### config.mk
export PLATFORM = sky130hd
export DESIGN_NAME = wsp_view
export DESIGN_NICKNAME = d
export VERILOG_FILES = /design/src/assert_macros.svh /design/src/wsp_pkg.sv /design/src/wsp_view.sv
export SDC_FILE = /design/constraint.sdc
export NUM_CORES = 2
export LEC_CHECK = 0
export BUFFER_PORTS_ARGS = -buffer_cell sky130_fd_sc_hd__buf_2
export CAP_MARGIN = 20
export CORE_UTILIZATION = 44
export DETAILED_ROUTE_END_ITERATION = 7
export GPL_ROUTABILITY_DRIVEN = 0
export GPL_TIMING_DRIVEN = 0
export HOLD_SLACK_MARGIN = 0.15
export PLACE_DENSITY_LB_ADDON = 0.08
export SLEW_MARGIN = 10
export SYNTH_ARGS = -nofsm -noshare
export SYNTH_HDL_FRONTEND = slang
export SYNTH_SLANG_ARGS = --single-unit
### constraint.sdc
create_clock -name clk -period 15.25 [get_ports clk]
set_input_delay 1.525 -clock clk [delete_from_list [all_inputs] [get_ports clk]]
set_output_delay 1.525 -clock clk [all_outputs]
set_load 0.03 [all_outputs]
### src/assert_macros.svh
// Assertion macros shared by the projection core RTL.
// Depends on a clk and an active-low rst_n in the including module.
`ifndef ASSERT_MACROS_SVH
`define ASSERT_MACROS_SVH
`ifndef ASSERT_OFF
`define WSP_ASSERT(lbl, ante, cons) \
    lbl: assert property (@(posedge clk) disable iff (!rst_n) (ante) |-> (cons)) \
        else $error("wsp assertion failed");
`define WSP_ASSERT_NEXT(lbl, ante, cons) \
    lbl: assert property (@(posedge clk) disable iff (!rst_n) (ante) |=> (cons)) \
        else $error("wsp assertion failed");
`else
`define WSP_ASSERT(lbl, ante, cons)
`define WSP_ASSERT_NEXT(lbl, ante, cons)
`endif
`endif

### src/wsp_pkg.sv
// Types, constants, divider step function and saturation function for the projection core.
// No dependencies.
package wsp_pkg;

    localparam int COORD_W    = 32;
    localparam int PROD_W     = 2 * COORD_W;
    localparam int SUM_W      = PROD_W + 2;
    localparam int FRAC_W     = 16;
    localparam int CLIP_W     = SUM_W - FRAC_W;
    localparam int MAG_W      = CLIP_W;
    localparam int QUO_W      = 40;
    localparam int DIV_STEPS  = 2;
    localparam int DIV_STAGES = QUO_W / DIV_STEPS;
    localparam int SIZE_W     = 15;
    localparam int NDC_W      = QUO_W + 2;
    localparam int VP_W       = NDC_W + 1;
    localparam int VPP_W      = VP_W + SIZE_W + 1;
    localparam int PIPE_LAT   = DIV_STAGES + 5;
    localparam int CFG_IDX_W  = 3;
    localparam int CFG_DATA_W = 64;
    localparam int W_MIN_Q16  = 655;
    localparam int ONE_Q16    = 65536;

    localparam logic [CFG_IDX_W-1:0] CFG_X_A    = 3'd0;
    localparam logic [CFG_IDX_W-1:0] CFG_X_B    = 3'd1;
    localparam logic [CFG_IDX_W-1:0] CFG_Y_A    = 3'd2;
    localparam logic [CFG_IDX_W-1:0] CFG_Y_B    = 3'd3;
    localparam logic [CFG_IDX_W-1:0] CFG_W_A    = 3'd4;
    localparam logic [CFG_IDX_W-1:0] CFG_W_B    = 3'd5;
    localparam logic [CFG_IDX_W-1:0] CFG_WIDTH  = 3'd6;
    localparam logic [CFG_IDX_W-1:0] CFG_HEIGHT = 3'd7;

    localparam logic [SIZE_W-1:0] WIDTH_RST  = 15'd1920;
    localparam logic [SIZE_W-1:0] HEIGHT_RST = 15'd1080;

    typedef struct packed {
        logic signed [COORD_W-1:0] point_x;
        logic signed [COORD_W-1:0] point_y;
        logic signed [COORD_W-1:0] point_z;
    } point_t;

    typedef struct packed {
        logic                      visible;
        logic signed [COORD_W-1:0] screen_x;
        logic signed [COORD_W-1:0] screen_y;
    } screen_t;

    typedef struct packed {
        logic [MAG_W-1:0] rem;
        logic [QUO_W-1:0] num;
        logic [QUO_W-1:0] quo;
        logic             neg;
        logic             cap;
    } div_lane_t;

    function automatic div_lane_t div_step(input div_lane_t lane, input logic [MAG_W-1:0] den);
        logic [MAG_W:0] trial;
        div_lane_t      res;
        res = lane;
        for (int i = 0; i < DIV_STEPS; i++)
        begin
            trial   = {res.rem, res.num[QUO_W-1]};
            res.num = {res.num[QUO_W-2:0], 1'b0};
            if (trial >= {1'b0, den})
            begin
                trial   = trial - {1'b0, den};
                res.quo = {res.quo[QUO_W-2:0], 1'b1};
            end
            else
            begin
                res.quo = {res.quo[QUO_W-2:0], 1'b0};
            end
            res.rem = trial[MAG_W-1:0];
        end
        return res;
    endfunction

    function automatic logic signed [COORD_W-1:0] sat32(input logic signed [VPP_W-1:0] v);
        logic signed [COORD_W-1:0] r;
        if ((&v[VPP_W-1:COORD_W-1]) || !(|v[VPP_W-1:COORD_W-1]))
            r = v[COORD_W-1:0];
        else if (v[VPP_W-1])
            r = {1'b1, {(COORD_W-1){1'b0}}};
        else
            r = {1'b0, {(COORD_W-1){1'b1}}};
        return r;
    endfunction

endpackage

### src/wsp_view.sv
// Viewport mapping: scale by screen size, halve, saturate, blank if hidden.
// Depends on wsp_pkg.
module wsp_view (
    input  logic                        clk,
    input  logic                        en,
    input  wsp_pkg::div_lane_t          res_x,
    input  wsp_pkg::div_lane_t          res_y,
    input  logic                        visible,
    input  logic [wsp_pkg::SIZE_W-1:0]  width,
    input  logic [wsp_pkg::SIZE_W-1:0]  height,
    output wsp_pkg::screen_t            screen
);

    localparam logic [wsp_pkg::NDC_W-1:0] NDC_CAP = wsp_pkg::NDC_W'(1) << wsp_pkg::QUO_W;
    localparam logic signed [wsp_pkg::VP_W-1:0] ONE = wsp_pkg::VP_W'(wsp_pkg::ONE_Q16);

    logic [wsp_pkg::NDC_W-1:0]         mx, my, nx, ny;
    logic signed [wsp_pkg::VP_W-1:0]   vx, vy;
    logic signed [wsp_pkg::VPP_W-1:0]  px_reg, px_next, py_reg, py_next;
    logic signed [wsp_pkg::VPP_W-1:0]  hx, hy;
    logic                              vis_reg;
    wsp_pkg::screen_t                  out_reg, out_next;

    assign mx = res_x.cap ? NDC_CAP : wsp_pkg::NDC_W'(res_x.quo);
    assign my = res_y.cap ? NDC_CAP : wsp_pkg::NDC_W'(res_y.quo);
    assign nx = res_x.neg ? -mx : mx;
    assign ny = res_y.neg ? -my : my;
    assign vx = ONE + $signed({nx[wsp_pkg::NDC_W-1], nx});
    assign vy = ONE - $signed({ny[wsp_pkg::NDC_W-1], ny});
    assign px_next = $signed({1'b0, width})  * vx;
    assign py_next = $signed({1'b0, height}) * vy;

    assign hx = px_reg >>> 1;
    assign hy = py_reg >>> 1;

    always_comb
    begin
        out_next.visible  = vis_reg;
        out_next.screen_x = vis_reg ? wsp_pkg::sat32(hx) : '0;
        out_next.screen_y = vis_reg ? wsp_pkg::sat32(hy) : '0;
    end

    always_ff @(posedge clk)
    begin
        if (en)
        begin
            px_reg  <= px_next;
            py_reg  <= py_next;
            vis_reg <= visible;
            out_reg <= out_next;
        end
    end

    assign screen = out_reg;

endmodule
==> results.sh <==
export IMPL_fin_area_um2=58380
export IMPL_final_hold_viol_count=0
export IMPL_timing_hold_ws_ns=0.4465
export IMPL_slew_headroom=0.2397
export IMPL_drt_pass1_iter_count=7
export IMPL_synth_fp_nets=7812
export IMPL_criticalPathCategory="in2reg"
export IMPL_gr_total_overflow=0
export IMPL_max_stage_delay_ns=0.58
export IMPL_cp_data_arrival_time_ns=15.05
export IMPL_synth_seq_cells=182
export IMPL_postCtsHoldBufs=0
export IMPL_yosys_warnings=0
export IMPL_grt_pass1_wl_um=268600
export IMPL_synth_top_cells_by_area="fa_1, edfxtp_1, inv_1"
export IMPL_setup_viol=0
export IMPL_cts_htree_levels=4
export IMPL_reg2reg_from="px_reg[58]$_DFFE_PP_"
export IMPL_die_y_um=353.9
export IMPL_post_dp_cell_area_um2=57420
export IMPL_die_area_um2=125200
export IMPL_cts_sinks=182
export IMPL_first_global_vias=44198
export IMPL_cts_tree="yes"
export IMPL_synth_cells=6045
export IMPL_grt_usage=0.2837
export IMPL_clk_latency_ns=0.51
export IMPL_ys_flop_type="edfxtp_1"
export IMPL_synth_async_reset_ratio=0
export IMPL_avgSynthCellArea_um2=9.011
export IMPL_drcViolationCount=0
export IMPL_fmaxAchievable_ghz=0.06759
export IMPL_synth_top_area_frac=0.4388
export IMPL_path_clk_slew_ns=0.09
export IMPL_grt_antenna_before_repair=17
export IMPL_hpwlAfterDp_um=144000
export IMPL_drt_total_wl_um=171000
export IMPL_critPathRequiredTime_ns=15.50
export IMPL_min_path_type="reg2reg"
export IMPL_syn_area_um2=54470
export IMPL_status="completed"
export IMPL_crit_path_start_kind="primary input"
export IMPL_rows=128
export IMPL_end_kind="flip-flop"
export IMPL_synth_seq_area_share=0.1003
export IMPL_start_util=0.4452
export IMPL_antenna_left=0
export IMPL_via_per_inst=5.310
export IMPL_fillers=12113
export IMPL_fin_crit_ns=14.80
export IMPL_core_area_um2=122400
export IMPL_cts_root_buf="clkbuf_16"
export IMPL_clock_skew_ns=0.02269
export IMPL_finalMaxSlewViolations=0
export IMPL_io_buffers=153
export IMPL_largest_reg_flops=65
export IMPL_die_x_um=353.9
export IMPL_clockBufferDepth=2
export IMPL_grt_start_max_net_pins=104
export IMPL_cp_startpoint="res_x[0]"
export IMPL_vias=41878
export IMPL_grt_setup_unrepaired="no"
export IMPL_synth_area_leader_cell="fa_1"
export IMPL_avgRoutedWirePerCell_um=21.69
export IMPL_syn2layout_area_growth_pct=7.176
export IMPL_holdCritStartpoint="vis_reg$_DFFE_PP_"
export IMPL_slowest_stage="fa_1"
export IMPL_fin_nets=8005
export IMPL_period_share=0.9702
export IMPL_ios=362
export IMPL_cap_violations=0
export IMPL_numCtsBuffers=17
export IMPL_worst_path_most_repeated_cell="fa_1"
export IMPL_worst_pin_slew_ns=1.140
export IMPL_ys_types=86
export IMPL_drive_gt1_frac=0.04863
export IMPL_synth_edf_count=182
export IMPL_drt_initial_drc_count=3202
export IMPL_cp_max_fo=11
final timing paths:
path,end,slack (ns),depth (start not counted)
min reg2reg,screen[64]$_DFFE_PP_,0.45,0
max,px_reg[57]$_DFFE_PP_,0.45,46
max reg2reg,screen[58]$_SDFFCE_PN0P_,11.99,7
min,screen[64]$_DFFE_PP_,0.45,0
synthesized netlist by cell type, drive strengths merged, types with 17 or more instances:
library cell,n
edfxtp,182
nand2,972
a31oi,26
and2,480
a21o,80
a21oi,150
ha,276
xnor2,139
buf,25
inv,1275
nand3,35
nand4,40
nor2,144
o21ai,100
o21a,80
fa,1194
xor2,82
nor4,45
clkbuf,288
and3,17
nor2b,101
nor3,53
per-layer routing:
layer,up-vias,wire length (um),global-route usage
met5,-,0,0
met4,0,3510,0.05810
met3,157,14040,0.04907
met2,1433,75780,0.4374
met1,21567,77720,0.4188
li1,18721,-,-
per-stage QoR:
step / TNS [ns] / setup WS, ns / util / std cells
6_report: 0 / 0.4548 / 0.4771 / 7886
5_1_grt: 0 / 0.001968 / 0.4770 / 7879
4_1_cts: 0 / 0.01522 / 0.4754 / 7868
3_5_place_dp: -36.63 / -1.849 / 0.4693 / 7836
3_3_place_gp: -46.53 / -1.931 / 0.4681 / 7823
2_1_floorplan: 0 / 2.867 / - / 6045
worst max-delay path, delay by kind of cell:
family                     cells  cell delay, ns
AOI/OAI and AO/OA             12            3.18
adders and majority gates      9            4.15
and+or+nand+nor                7            1.83
buffers and inverters         15            3.72
xor gates and xnor gates       3            0.58
area by class of cell:
cell class                 count  area (um2)  area share
antenna                       10       25.02   0.0004286
buffer                       312        1226     0.02100
clock buffer                  17       425.4    0.007287
clock inverter                15       222.7    0.003815
inverter                    1275        4786     0.08198
multi-input combinational   4275       43200      0.7400
sequential                   182        5465     0.09361
tap                         1625        2033     0.03483
timing repair buffer         175       997.2     0.01708
cell families (layout without fill, tap and decap cells):
family / after synthesis / after routing / synth area share
AO/OA/AOI/OAI: 601 / 601 / 0.07426
XOR/XNOR: 221 / 221 / 0.03567
adder cells (fa/ha/maj): 1470 / 1470 / 0.5022
buffers and inverters: 1588 / 1794 / 0.1100
flip-flops: 182 / 182 / 0.1003
multiplexers: 10 / 10 / 0.001929
other: 0 / 10 / 0
AND/OR/NAND/NOR: 1973 / 1973 / 0.1756
cells in the final DEF, fill, tap and decap left out, types with 14 or more instances in the layout:
cell type	synthesis	routed
clkbuf_2	0	19
or2_2	14	14
o21a_1	80	80
inv_1	1275	1275
o31ai_1	14	14
nand4_1	40	40
buf_2	8	164
and3_1	17	17
clkbuf_16	0	17
o21ai_0	96	95
nor4_1	44	44
a21oi_1	150	149
a211oi_1	14	14
nor2b_1	101	101
xor2_1	81	74
clkbuf_1	288	269
fa_1	1194	1194
nand2b_1	16	16
xnor2_1	139	129
nand3_1	35	35
o21bai_1	14	14
and2_1	480	480
edfxtp_1	182	182
a21o_1	80	80
or3_1	15	15
nor2_1	144	144
o41ai_1	15	15
ha_1	276	276
a31oi_1	26	26
nand2_1	972	972
nor3_1	51	50
timing repair:
item | in CTS | in global routing
resized for setup | 23 | 37
hold endpoints to repair | 0 | 0
pin swaps | 1 | 1
endpoints found under the setup margin | 29 | 38
setup buffers | 0 | 2
Power is left out: the tool's default activity adds up to more than one toggle a clock period on the data nets, which glitch-free logic cannot reach.
